[config.mk]
export PLATFORM = sky130hd
export DESIGN_NAME = least_squares_line_fit_core
export DESIGN_NICKNAME = d
export VERILOG_FILES = /design/src/rtl/lslf_pkg.sv /design/src/rtl/lslf_mac.sv /design/src/rtl/lslf_div.sv /design/src/rtl/least_squares_line_fit_core.sv
export SDC_FILE = /design/constraint.sdc
export NUM_CORES = 2
export LEC_CHECK = 0
export ABC_AREA = 0
export ABC_CLOCK_PERIOD_IN_PS = 20600
export BUFFER_PORTS_ARGS = -buffer_cell sky130_fd_sc_hd__buf_2
export CAP_MARGIN = 0
export CORE_UTILIZATION = 50
export DETAILED_ROUTE_END_ITERATION = 8
export GPL_TIMING_DRIVEN = 0
export PLACE_DENSITY = 0.68
export SLEW_MARGIN = 20
export SYNTH_ARGS = -nofsm -noshare
export SYNTH_HDL_FRONTEND = slang
export SYNTH_SLANG_ARGS = --single-unit
export TNS_END_PERCENT = 1
[constraint.sdc]
create_clock -name clock -period 20.6 [get_ports clock]
set_input_delay 2.06 -clock clock [delete_from_list [all_inputs] [get_ports clock]]
set_output_delay 2.06 -clock clock [all_outputs]
set_load 0.05 [all_outputs]
[src/rtl/lslf_pkg.sv]
// ----------------------------------------------------------------------------
// lslf_pkg - shared types and constants of the line fit core
// Datapath widths of the shared multiply-accumulate unit and the divider,
// fit status codes and the request words that the sequencer hands to them.
// ----------------------------------------------------------------------------
`default_nettype none

package lslf_pkg;

   // point coordinates
   localparam int IN_W      = 16;

   // multiply-accumulate unit: magnitude A times magnitude B, B taken in digits
   localparam int DIGIT_W   = 16;
   localparam int MUL_A_W   = 48;
   localparam int MUL_B_W   = 2 * DIGIT_W;
   localparam int PROD_W    = MUL_A_W + DIGIT_W;
   localparam int ACC_W     = 82;

   // divider: dividend magnitude bits, divisor bits, quotient bits
   localparam int DIV_W     = 88;
   localparam int DIV_NUM_W = DIV_W + 1;
   localparam int DEN_W     = 64;
   localparam int OUT_W     = 48;
   localparam int DIV_CNT_W = $clog2(DIV_W + 1);

   localparam int STATUS_W  = 2;

   typedef enum logic [STATUS_W-1:0] {
      ST_OK    = 2'd0,
      ST_DEGEN = 2'd1,
      ST_OVFL  = 2'd2
   } fit_status_type;

   // acc <= init +/- a_mag * b_mag; wide selects two digits of b_mag
   typedef struct packed {
      logic                     start;
      logic                     wide;
      logic                     sub;
      logic [MUL_A_W-1:0]       a_mag;
      logic [MUL_B_W-1:0]       b_mag;
      logic signed [ACC_W-1:0]  init;
   } mac_req_type;

   // quot <= sat(trunc(num / den)), den nonzero
   typedef struct packed {
      logic                        start;
      logic signed [DIV_NUM_W-1:0] num;
      logic [DEN_W-1:0]            den;
   } div_req_type;

endpackage

`default_nettype wire

[src/rtl/lslf_mac.sv]
// ----------------------------------------------------------------------------
// lslf_mac - shared multiply-accumulate unit
// Adds or subtracts a magnitude product to a loaded base, one 16-bit digit
// of the B operand per cycle. Result holds until the next start.
// ----------------------------------------------------------------------------
`default_nettype none

module lslf_mac import lslf_pkg::*; (
   input  wire logic                    clock,
   input  wire logic                    reset,
   input  wire mac_req_type             req,
   output logic                         busy,
   output logic signed [ACC_W-1:0]      acc
);

   logic                     busy_ff, busy_in;
   logic signed [ACC_W-1:0]  acc_ff, acc_in;
   logic [MUL_A_W-1:0]       a_ff, a_in;
   logic [DIGIT_W-1:0]       bhi_ff, bhi_in;
   logic                     sub_ff, sub_in;

   logic signed [ACC_W-1:0]  base;
   logic signed [ACC_W-1:0]  term;
   logic [MUL_A_W-1:0]       a_op;
   logic [DIGIT_W-1:0]       digit;
   logic [PROD_W-1:0]        prod;
   logic                     sub_op;

   always_comb begin
      base   = req.start ? req.init : acc_ff;
      a_op   = req.start ? req.a_mag : a_ff;
      digit  = req.start ? req.b_mag[DIGIT_W-1:0] : bhi_ff;
      sub_op = req.start ? req.sub : sub_ff;
      prod   = a_op * digit;
      // second pass weighs the upper digit
      if (req.start) begin
         term = ACC_W'(prod);
      end else begin
         term = ACC_W'({prod, {DIGIT_W{1'b0}}});
      end

      busy_in = busy_ff;
      acc_in  = acc_ff;
      a_in    = a_ff;
      bhi_in  = bhi_ff;
      sub_in  = sub_ff;
      if (req.start || busy_ff) begin
         acc_in = sub_op ? (base - term) : (base + term);
      end
      if (req.start) begin
         busy_in = req.wide;
         a_in    = req.a_mag;
         bhi_in  = req.b_mag[MUL_B_W-1:DIGIT_W];
         sub_in  = req.sub;
      end else if (busy_ff) begin
         busy_in = 1'b0;
      end
   end

   always_ff @(posedge clock) begin
      if (reset) begin
         busy_ff <= 1'b0;
      end else begin
         busy_ff <= busy_in;
      end
   end

   always_ff @(posedge clock) begin
      acc_ff <= acc_in;
      a_ff   <= a_in;
      bhi_ff <= bhi_in;
      sub_ff <= sub_in;
   end

   assign busy = busy_ff;
   assign acc  = acc_ff;

endmodule

`default_nettype wire

[src/rtl/lslf_div.sv]
// ----------------------------------------------------------------------------
// lslf_div - iterative signed divider with saturation
// Restoring division, one quotient bit per cycle over the dividend
// magnitude, truncation toward zero, result clamped to 48-bit signed.
// ----------------------------------------------------------------------------
`default_nettype none

module lslf_div import lslf_pkg::*; (
   input  wire logic                    clock,
   input  wire logic                    reset,
   input  wire div_req_type             req,
   output logic                         busy,
   output logic signed [OUT_W-1:0]      quot
);

   localparam logic [OUT_W-1:0] Q_MAX = {1'b0, {(OUT_W-1){1'b1}}};
   localparam logic [OUT_W-1:0] Q_MIN = {1'b1, {(OUT_W-1){1'b0}}};

   logic                     busy_ff, busy_in;
   logic [DIV_CNT_W-1:0]     cnt_ff, cnt_in;
   logic                     neg_ff, neg_in;
   logic                     big_ff, big_in;
   logic [DIV_W-1:0]         m_ff, m_in;
   logic [DEN_W-1:0]         r_ff, r_in;
   logic [OUT_W:0]           q_ff, q_in;
   logic [DEN_W-1:0]         d_ff, d_in;
   logic signed [OUT_W-1:0]  quot_ff, quot_in;

   logic [DIV_W-1:0]         num_mag;
   logic [DEN_W:0]           r_sh;
   logic                     ge;
   logic [OUT_W:0]           q_sh;
   logic [OUT_W-1:0]         q_low;
   logic                     sat_pos;
   logic                     sat_neg;

   always_comb begin
      num_mag = req.num[DIV_NUM_W-1] ? DIV_W'(-req.num) : DIV_W'(req.num);
      r_sh    = {r_ff, m_ff[DIV_W-1]};
      ge      = (r_sh >= {1'b0, d_ff});
      q_sh    = {q_ff[OUT_W-1:0], ge};
      q_low   = q_ff[OUT_W-1:0];
      sat_pos = big_ff | q_ff[OUT_W-1];
      sat_neg = big_ff | (q_ff[OUT_W-1] & (|q_ff[OUT_W-2:0]));

      busy_in = busy_ff;
      cnt_in  = cnt_ff;
      neg_in  = neg_ff;
      big_in  = big_ff;
      m_in    = m_ff;
      r_in    = r_ff;
      q_in    = q_ff;
      d_in    = d_ff;
      quot_in = quot_ff;

      if (req.start) begin
         busy_in = 1'b1;
         cnt_in  = '0;
         neg_in  = req.num[DIV_NUM_W-1];
         big_in  = 1'b0;
         m_in    = num_mag;
         r_in    = '0;
         q_in    = '0;
         d_in    = req.den;
      end else if (busy_ff) begin
         if (cnt_ff == DIV_CNT_W'(DIV_W)) begin
            // all bits done: sign and clamp
            busy_in = 1'b0;
            if (neg_ff) begin
               quot_in = sat_neg ? Q_MIN : OUT_W'(-q_low);
            end else begin
               quot_in = sat_pos ? Q_MAX : q_low;
            end
         end else begin
            cnt_in = DIV_CNT_W'(cnt_ff + 1'b1);
            m_in   = m_ff << 1;
            r_in   = ge ? DEN_W'(r_sh - {1'b0, d_ff}) : r_sh[DEN_W-1:0];
            q_in   = q_sh;
            big_in = big_ff | q_sh[OUT_W];
         end
      end
   end

   always_ff @(posedge clock) begin
      if (reset) begin
         busy_ff <= 1'b0;
         cnt_ff  <= '0;
      end else begin
         busy_ff <= busy_in;
         cnt_ff  <= cnt_in;
      end
   end

   always_ff @(posedge clock) begin
      neg_ff  <= neg_in;
      big_ff  <= big_in;
      m_ff    <= m_in;
      r_ff    <= r_in;
      q_ff    <= q_in;
      d_ff    <= d_in;
      quot_ff <= quot_in;
   end

   assign busy = busy_ff;
   assign quot = quot_ff;

endmodule

`default_nettype wire

[src/rtl/least_squares_line_fit_core.sv]
// ----------------------------------------------------------------------------
// least_squares_line_fit_core - least-squares straight-line fit
// Accumulates n, Sx, Sy, Sxx, Sxy over a run of points and, on the last
// point, returns slope and intercept in signed fixed point with status.
// ----------------------------------------------------------------------------
//
//  Channel | Dir | Handshake            | Word carries
//  --------+-----+----------------------+------------------------------------
//  req     | in  | req_valid/req_stall  | x_value, y_value, is_last
//  rsp     | out | rsp_valid/rsp_stall  | slope, intercept, fit_status
//
//  A point that is accumulated takes two passes through the shared
//  multiply-accumulate unit, for x*x and x*y; a point past capacity takes
//  none. The last point adds the fit: four two-digit MAC passes for D and N,
//  one for the intercept product, and two divisions on the shared divider.
//  Reset is synchronous and clears the sums, count and flags.
//  A finished fit waits in the rsp register; req is taken meanwhile, and the
//  sequencer only holds in its final state if a previous word still stalls.
//
`default_nettype none

module least_squares_line_fit_core import lslf_pkg::*; #(
   parameter int MAX_POINTS = 1024,
   parameter int FRAC_BITS  = 16
) (
   input  wire logic                      clock,
   input  wire logic                      reset,
   // point input
   input  wire logic                      req_valid,
   output logic                           req_stall,
   input  wire logic signed [IN_W-1:0]    req_x_value,
   input  wire logic signed [IN_W-1:0]    req_y_value,
   input  wire logic                      req_is_last,
   // fit result
   output logic                           rsp_valid,
   input  wire logic                      rsp_stall,
   output logic signed [OUT_W-1:0]        rsp_slope,
   output logic signed [OUT_W-1:0]        rsp_intercept,
   output logic [STATUS_W-1:0]            rsp_fit_status
);

   // accumulator widths follow the capacity
   localparam int CNT_W = $clog2(MAX_POINTS + 1);
   localparam int SX_W  = CNT_W + IN_W - 1;     // |Sx| <= n * 2^15
   localparam int SXX_W = CNT_W + 2*IN_W - 2;   // Sxx <= n * 2^30, unsigned
   localparam int SXY_W = CNT_W + 2*IN_W - 1;   // |Sxy| <= n * 2^30

   typedef enum logic [10:0] {
      S_IDLE = 11'b00000000001,
      S_XX   = 11'b00000000010,   // Sxx += x*x
      S_XY   = 11'b00000000100,   // Sxy += x*y
      S_D1   = 11'b00000001000,   // n*Sxx
      S_D2   = 11'b00000010000,   // - Sx*Sx
      S_N1   = 11'b00000100000,   // n*Sxy
      S_N2   = 11'b00001000000,   // - Sx*Sy
      S_DIVS = 11'b00010000000,   // slope = N*2^F / D
      S_ICPT = 11'b00100000000,   // Sy*2^F - slope*Sx
      S_DIVI = 11'b01000000000,   // intercept = ... / n
      S_DONE = 11'b10000000000    // hand result to rsp register
   } state_type;

   // control state
   state_type                state_ff, state_in;
   logic [CNT_W-1:0]         count_ff, count_in;
   logic signed [SX_W-1:0]   sx_ff, sx_in;
   logic signed [SX_W-1:0]   sy_ff, sy_in;
   logic [SXX_W-1:0]         sxx_ff, sxx_in;
   logic signed [SXY_W-1:0]  sxy_ff, sxy_in;
   logic                     ovf_ff, ovf_in;
   logic                     degen_ff, degen_in;
   logic                     rsp_valid_ff, rsp_valid_in;

   // payload
   logic signed [IN_W-1:0]   x_ff, x_in;
   logic signed [IN_W-1:0]   y_ff, y_in;
   logic                     last_ff, last_in;
   logic [DEN_W-1:0]         d_ff, d_in;
   logic signed [OUT_W-1:0]  slope_ff, slope_in;
   logic signed [OUT_W-1:0]  icept_ff, icept_in;
   logic signed [OUT_W-1:0]  rsp_slope_ff, rsp_slope_in;
   logic signed [OUT_W-1:0]  rsp_icept_ff, rsp_icept_in;
   logic [STATUS_W-1:0]      rsp_status_ff, rsp_status_in;

   // shared units
   mac_req_type              mac_req;
   logic                     mac_busy;
   logic signed [ACC_W-1:0]  mac_acc;
   div_req_type              div_req;
   logic                     div_busy;
   logic signed [OUT_W-1:0]  div_quot;

   logic                     req_accept;
   logic                     room;
   logic                     rsp_free;
   logic                     rsp_load;
   logic                     is_mac_state;
   logic                     mac_launch;
   logic                     div_launch;
   fit_status_type           status_now;

   logic [IN_W-1:0]          x_mag_req;
   logic [IN_W-1:0]          x_mag;
   logic [IN_W-1:0]          y_mag;
   logic [SX_W-1:0]          sx_mag;
   logic [SX_W-1:0]          sy_mag;
   logic [SXY_W-1:0]         sxy_mag;
   logic [OUT_W-1:0]         quot_mag;
   logic signed [ACC_W-1:0]  sy_scaled;
   logic signed [DIV_NUM_W-1:0] acc_wide;
   logic signed [DIV_NUM_W-1:0] num_slope;

   assign req_accept = req_valid && !req_stall;
   assign req_stall  = (state_ff != S_IDLE);
   assign room       = (count_ff != CNT_W'(MAX_POINTS));
   assign rsp_free   = !rsp_valid_ff || !rsp_stall;
   assign rsp_load   = (state_ff == S_DONE) && rsp_free;

   // operand magnitudes; most negative values map onto 2^(w-1) unsigned
   always_comb begin
      x_mag_req = req_x_value[IN_W-1] ? IN_W'(-req_x_value) : IN_W'(req_x_value);
      x_mag     = x_ff[IN_W-1] ? IN_W'(-x_ff) : IN_W'(x_ff);
      y_mag     = y_ff[IN_W-1] ? IN_W'(-y_ff) : IN_W'(y_ff);
      sx_mag    = sx_ff[SX_W-1] ? SX_W'(-sx_ff) : SX_W'(sx_ff);
      sy_mag    = sy_ff[SX_W-1] ? SX_W'(-sy_ff) : SX_W'(sy_ff);
      sxy_mag   = sxy_ff[SXY_W-1] ? SXY_W'(-sxy_ff) : SXY_W'(sxy_ff);
      quot_mag  = div_quot[OUT_W-1] ? OUT_W'(-div_quot) : OUT_W'(div_quot);
      sy_scaled = ACC_W'(sy_ff) <<< FRAC_BITS;
      acc_wide  = DIV_NUM_W'(mac_acc);
      num_slope = acc_wide <<< FRAC_BITS;
   end

   // sequencer
   always_comb begin
      state_in = state_ff;
      case (state_ff)
         S_IDLE: begin
            if (req_accept) begin
               if (room) begin
                  state_in = S_XX;
               end else if (req_is_last) begin
                  state_in = S_DONE;
               end
            end
         end
         S_XX: begin
            if (!mac_busy) state_in = S_XY;
         end
         S_XY: begin
            if (!mac_busy) state_in = last_ff ? S_D1 : S_IDLE;
         end
         S_D1: begin
            if (!mac_busy) state_in = S_D2;
         end
         S_D2: begin
            // zero denominator: all x equal, or a single point
            if (!mac_busy) state_in = (mac_acc == '0) ? S_DONE : S_N1;
         end
         S_N1: begin
            if (!mac_busy) state_in = S_N2;
         end
         S_N2: begin
            if (!mac_busy) state_in = S_DIVS;
         end
         S_DIVS: begin
            if (!div_busy) state_in = S_ICPT;
         end
         S_ICPT: begin
            if (!mac_busy) state_in = S_DIVI;
         end
         S_DIVI: begin
            if (!div_busy) state_in = S_DONE;
         end
         S_DONE: begin
            if (rsp_free) state_in = S_IDLE;
         end
         default: begin
            state_in = S_IDLE;
         end
      endcase
   end

   // Each unit pass is launched on the edge that enters its state, so a
   // pass starts in the same cycle the previous one is consumed.
   always_comb begin
      mac_req       = '0;
      is_mac_state  = 1'b1;
      case (state_in)
         S_XX: begin
            mac_req.a_mag = MUL_A_W'(x_mag_req);
            mac_req.b_mag = MUL_B_W'(x_mag_req);
            mac_req.init  = ACC_W'(sxx_ff);
         end
         S_XY: begin
            mac_req.a_mag = MUL_A_W'(x_mag);
            mac_req.b_mag = MUL_B_W'(y_mag);
            mac_req.sub   = x_ff[IN_W-1] ^ y_ff[IN_W-1];
            mac_req.init  = ACC_W'(sxy_ff);
         end
         S_D1: begin
            mac_req.wide  = 1'b1;
            mac_req.a_mag = MUL_A_W'(sxx_ff);
            mac_req.b_mag = MUL_B_W'(count_ff);
         end
         S_D2: begin
            mac_req.wide  = 1'b1;
            mac_req.sub   = 1'b1;
            mac_req.a_mag = MUL_A_W'(sx_mag);
            mac_req.b_mag = MUL_B_W'(sx_mag);
            mac_req.init  = mac_acc;
         end
         S_N1: begin
            mac_req.wide  = 1'b1;
            mac_req.sub   = sxy_ff[SXY_W-1];
            mac_req.a_mag = MUL_A_W'(sxy_mag);
            mac_req.b_mag = MUL_B_W'(count_ff);
         end
         S_N2: begin
            mac_req.wide  = 1'b1;
            mac_req.sub   = !(sx_ff[SX_W-1] ^ sy_ff[SX_W-1]);
            mac_req.a_mag = MUL_A_W'(sx_mag);
            mac_req.b_mag = MUL_B_W'(sy_mag);
            mac_req.init  = mac_acc;
         end
         S_ICPT: begin
            mac_req.wide  = 1'b1;
            mac_req.sub   = !(div_quot[OUT_W-1] ^ sx_ff[SX_W-1]);
            mac_req.a_mag = quot_mag;
            mac_req.b_mag = MUL_B_W'(sx_mag);
            mac_req.init  = sy_scaled;
         end
         default: begin
            is_mac_state = 1'b0;
         end
      endcase
      mac_launch    = is_mac_state && (state_in != state_ff);
      mac_req.start = mac_launch;

      div_launch    = ((state_in == S_DIVS) || (state_in == S_DIVI)) &&
                      (state_in != state_ff);
      div_req.start = div_launch;
      div_req.num   = (state_in == S_DIVS) ? num_slope : acc_wide;
      div_req.den   = (state_in == S_DIVS) ? d_ff : DEN_W'(count_ff);
   end

   always_comb begin
      if (ovf_ff) begin
         status_now = ST_OVFL;
      end else if (degen_ff) begin
         status_now = ST_DEGEN;
      end else begin
         status_now = ST_OK;
      end
   end

   // register updates
   always_comb begin
      count_in      = count_ff;
      sx_in         = sx_ff;
      sy_in         = sy_ff;
      sxx_in        = sxx_ff;
      sxy_in        = sxy_ff;
      ovf_in        = ovf_ff;
      degen_in      = degen_ff;
      rsp_valid_in  = rsp_valid_ff;
      x_in          = x_ff;
      y_in          = y_ff;
      last_in       = last_ff;
      d_in          = d_ff;
      slope_in      = slope_ff;
      icept_in      = icept_ff;
      rsp_slope_in  = rsp_slope_ff;
      rsp_icept_in  = rsp_icept_ff;
      rsp_status_in = rsp_status_ff;

      if (req_accept) begin
         x_in    = req_x_value;
         y_in    = req_y_value;
         last_in = req_is_last;
         if (room) begin
            count_in = CNT_W'(count_ff + 1'b1);
            sx_in    = SX_W'(sx_ff + SX_W'(req_x_value));
            sy_in    = SX_W'(sy_ff + SX_W'(req_y_value));
         end else begin
            ovf_in = 1'b1;   // capacity reached, point dropped
         end
      end

      if ((state_ff == S_XX) && !mac_busy) sxx_in = mac_acc[SXX_W-1:0];
      if ((state_ff == S_XY) && !mac_busy) sxy_in = mac_acc[SXY_W-1:0];
      if ((state_ff == S_D2) && !mac_busy) begin
         d_in     = mac_acc[DEN_W-1:0];
         degen_in = (mac_acc == '0);
      end
      if ((state_ff == S_DIVS) && !div_busy) slope_in = div_quot;
      if ((state_ff == S_DIVI) && !div_busy) icept_in = div_quot;

      if (rsp_valid_ff && !rsp_stall) rsp_valid_in = 1'b0;

      if (rsp_load) begin
         rsp_valid_in  = 1'b1;
         rsp_status_in = status_now;
         rsp_slope_in  = (status_now == ST_OK) ? slope_ff : '0;
         rsp_icept_in  = (status_now == ST_OK) ? icept_ff : '0;
         // start a fresh run
         count_in = '0;
         sx_in    = '0;
         sy_in    = '0;
         sxx_in   = '0;
         sxy_in   = '0;
         ovf_in   = 1'b0;
         degen_in = 1'b0;
      end
   end

   always_ff @(posedge clock) begin
      if (reset) begin
         state_ff     <= S_IDLE;
         count_ff     <= '0;
         sx_ff        <= '0;
         sy_ff        <= '0;
         sxx_ff       <= '0;
         sxy_ff       <= '0;
         ovf_ff       <= 1'b0;
         degen_ff     <= 1'b0;
         rsp_valid_ff <= 1'b0;
      end else begin
         state_ff     <= state_in;
         count_ff     <= count_in;
         sx_ff        <= sx_in;
         sy_ff        <= sy_in;
         sxx_ff       <= sxx_in;
         sxy_ff       <= sxy_in;
         ovf_ff       <= ovf_in;
         degen_ff     <= degen_in;
         rsp_valid_ff <= rsp_valid_in;
      end
   end

   always_ff @(posedge clock) begin
      x_ff          <= x_in;
      y_ff          <= y_in;
      last_ff       <= last_in;
      d_ff          <= d_in;
      slope_ff      <= slope_in;
      icept_ff      <= icept_in;
      rsp_slope_ff  <= rsp_slope_in;
      rsp_icept_ff  <= rsp_icept_in;
      rsp_status_ff <= rsp_status_in;
   end

   lslf_mac u_mac (
      .clock (clock),
      .reset (reset),
      .req   (mac_req),
      .busy  (mac_busy),
      .acc   (mac_acc)
   );

   lslf_div u_div (
      .clock (clock),
      .reset (reset),
      .req   (div_req),
      .busy  (div_busy),
      .quot  (div_quot)
   );

   assign rsp_valid      = rsp_valid_ff;
   assign rsp_slope      = rsp_slope_ff;
   assign rsp_intercept  = rsp_icept_ff;
   assign rsp_fit_status = rsp_status_ff;

   // checks
   a_mac_free: assert property (@(posedge clock) disable iff (reset)
      mac_req.start |-> !mac_busy)
      else $error("MAC launched while a pass is in flight");

   a_div_free: assert property (@(posedge clock) disable iff (reset)
      div_req.start |-> !div_busy)
      else $error("divider launched while busy");

   a_count_cap: assert property (@(posedge clock) disable iff (reset)
      count_ff <= CNT_W'(MAX_POINTS))
      else $error("point count beyond capacity");

   a_ovf_full: assert property (@(posedge clock) disable iff (reset)
      ovf_ff |-> (count_ff == CNT_W'(MAX_POINTS)))
      else $error("overflow flagged with room left");

   a_run_clear: assert property (@(posedge clock) disable iff (reset)
      rsp_load |=> (count_ff == '0) && (sx_ff == '0) && (sxx_ff == '0) &&
                   (sxy_ff == '0) && !ovf_ff)
      else $error("sums not cleared after fit");

endmodule

`default_nettype wire

==> summary.md <==
| Metric | Value |
|---|---|
| Share of cells above drive strength 1 | 0.0526 |
| Commonest non-fill, non-tap cell in the layout | nand2_1 |
| Slowest-stage cell, CP | o41ai_4 |
| DP Area | approximately 0.084 mm^2 |
| Total die area | approximately 0.16 mm^2 |
| Via Count | 71936 |
| DR WL/cell | 26.8 um |
| Max-Cap Viols | 0 |
| Period minus WS final | 19.85 ns |
| Area of the multi-input gates | slightly above 0.05 mm^2 |
| Area grow syn2layout | 9.32% |
| RR Startpoint | u_mac.acc[18] |
| DR vias/cell | a little over 6 |
| WL final | 313000 um |
| Die Ht | 403 um |
| Setup_tns | 0 ns |
| Final Util | 0.553 |
| Global-route wire length before repair | about 460000 um |
| Root Driver | clkbuf_16 |
| Total GRT Usage | 0.383 |
| PortBufs | 136 |
| Fin. max-slew vios | 0 |
| Hold Path Class | reg2reg |
| Commonest cells after routing, fill and taps aside | nand2_1, inv_1, a21oi_1 |
| Nature of the critical path endpoint | flip-flop |
| Mapped Cells | a little over 9000 |
| Fin area | ~0.088 mm^2 |
| Worst-Margin Slew | 1.30 ns |
| Top_reg_cell synth | edfxtp_1 |
| CORE AREA | approximately 0.16 mm^2 |
| Post-route DRC violation count | 0 |
| FF+latch count, synth | 915 |
| CTS Sinks | 915 |
| Critical Path Source | u_mac.acc[18] |
| Crit path required time | 21.20 ns |
| Gp weighted congestion | 1.08 |
| Initial DRT Pass Iterations | 9 |
| CTS clock-pin slew for the worst setup and hold paths | 0.06 ns |
| Reg-to-Reg End | u_mac.acc[80] |
| Area of the mapped netlist | slightly above 0.08 mm^2 |
| Final period util | 0.964 |
| Crit Path Max Fanout | 10 |
| Critical path type | reg2reg |
| Register area share after synthesis | 0.300 |
| CP Capture Point | u_mac.acc[80] |
| Hold buffers post-CTS | 0 |
| Worst path arrival time | around 20 ns |
| Final hold violation count | 0 |
| Horiz. Die Dim | 403 um |
| Reg-to-reg slack, setup | about 0.75 ns |
| RSZ-0062 raised after global routing | no |
| # fillers | approximately 15000 |
| Slowest stage delay, CP | 1.08 ns |
| Final HPWL DP | 251000 um |
| Slew margin rel. | 0.123 |
| Post_cts resized | 0 |
| Clk buf depth | 3 |
| Register area | roughly 0.024 mm^2 |
| H-tree depth | 3 |
| Ports | 137 |
| Worst Setup Start Kind | flip-flop |
| Hold_ws | about 0.45 ns |
| Outcome | complete, no violations |
| Pin count of the biggest net entering global routing | between 50 and 60 |
| Final setup vio count | 0 |
| Net Count, Synth | 10226 |
| Post-CTS setup repair buffer count | 0 |
| Starting density of the core | 0.506 |
| Synth unique cells | 113 |
| Post-synth EDFFs | 584 |
| Routed Antenna Nets | 0 |
| Nets | approximately 11000 |
| Warnings from Yosys | 0 |
| Reg2Reg Depth | 57 |
| Initial antenna violation count | 11 |
| Avg Inst Size Synth | 8.75 um^2 |
| Clock skew | 0.0854 ns |
| Fmax | 0.0504 GHz |
| Num rows | 146 |
| Drt initial violations | 8279 |
| Async S/R FF share, synth | 0 |
| TritonCTS buffer count | 100 |
| Vias in the first global route | roughly 70000 |
| Worst-Skew Late Latency | 0.78 ns |
| Global route overflow | 0 |
| CTS tree | done |
-- sequential cells by signal, indices dropped and copies added (netlist names), 10 cells and up --
name / flops
count_ff: 11
d_ff: 64
icept_ff: 48
rsp_intercept: 48
rsp_slope: 48
slope_ff: 48
state_ff: 11
sx_ff: 26
sxx_ff: 41
sxy_ff: 42
sy_ff: 26
u_div.d_ff: 64
u_div.m_ff: 88
u_div.q_ff: 48
u_div.quot: 48
u_div.r_ff: 64
u_mac.a_ff: 48
u_mac.acc: 82
u_mac.bhi_ff: 10
x_ff: 16
y_ff: 16
-- through the flow --
stage / std cells / setup WS (ns)
3_5_place_dp: 11519 / 0.814
2_1_floorplan: 9198 / 1.28
5_1_grt: 11704 / 0.0248
6_report: 11709 / 0.749
4_1_cts: 11704 / 1.45
3_3_place_gp: 11480 / -6.88
-- area by class of cell --
class / count / area share
Inverter: 938 / 0.0400
Tap cell: 2146 / 0.0305
Multi-Input combinational cell: 6856 / 0.580
Antenna cell: 5 / 0.000142
Clock buffer: 127 / 0.0306
Clock inverter: 58 / 0.00921
Timing Repair Buffer: 175 / 0.0132
Buffer: 489 / 0.0219
Sequential cell: 915 / 0.274
-- cell usage after synthesis (all sizes together) (35+ instances only) --
library cell | count | share of area
nand2 | 1481 | 0.069
inv | 925 | 0.043
a21oi | 653 | 0.041
fa | 646 | 0.16
nor2 | 603 | 0.028
edfxtp | 584 | 0.22
o21ai | 408 | 0.025
clkbuf | 398 | 0.019
ha | 345 | 0.054
dfxtp | 331 | 0.082
xnor2 | 288 | 0.031
and2 | 273 | 0.021
xor2 | 268 | 0.029
a21o | 216 | 0.020
nor3 | 156 | 0.010
mux2i | 129 | 0.016
nand3 | 107 | 0.0067
o31ai | 105 | 0.010
buf | 91 | 0.0052
or3 | 88 | 0.0068
a211oi | 85 | 0.0081
nand2b | 75 | 0.0058
and3 | 70 | 0.0054
a31oi | 61 | 0.0048
nand4 | 53 | 0.0042
o211ai | 51 | 0.0048
o21bai | 47 | 0.0044
nor2b | 45 | 0.0035
nor4 | 45 | 0.0039
or4 | 42 | 0.0040
a22oi | 41 | 0.0039
o41ai | 40 | 0.0047
o311ai | 36 | 0.0040
or2 | 35 | 0.0028
-- worst max-delay path, delay by kind of cell, from the launching register on --
family / cells / cell delay, ns
compound gates: 16 / 6.51
xor+xnor: 2 / 0.89
fa+ha+maj: 8 / 3.77
buf+inv: 14 / 3.27
flops: 1 / 0.67
simple gates: 17 / 4.56
-- kinds of logic after synthesis --
family,synth area share
adders and majority gates,0.214
and+or+nand+nor,0.180
AOI/OAI and AO/OA,0.161
DFF,0.300
muxes,0.0170
xor gates and xnor gates,0.0605
buffers and inverters,0.0675
-- per-layer routing --
metal,share of wire,up-vias,global-route usage
li1,-,31868,-
met1,0.39,35159,0.494
met2,0.44,3985,0.594
met3,0.092,912,0.0644
met4,0.078,12,0.251
met5,0.00028,-,0
-- how the worst min path moves through the flow --
stage	from	endpoint	cells after the start
2_1_floorplan	u_mac.acc[10]	d_ff[10]	0
6_report	u_mac.acc[16]	d_ff[16]	0
5_1_grt	u_mac.acc[16]	d_ff[16]	0
4_1_cts	u_mac.acc[16]	d_ff[16]	0
3_3_place_gp	u_mac.acc[1]	d_ff[1]	0
3_5_place_dp	u_mac.acc[8]	d_ff[8]	0
Power is left out: the tool's default activity adds up to more than one toggle a clock period on the data nets, which glitch-free logic cannot reach.
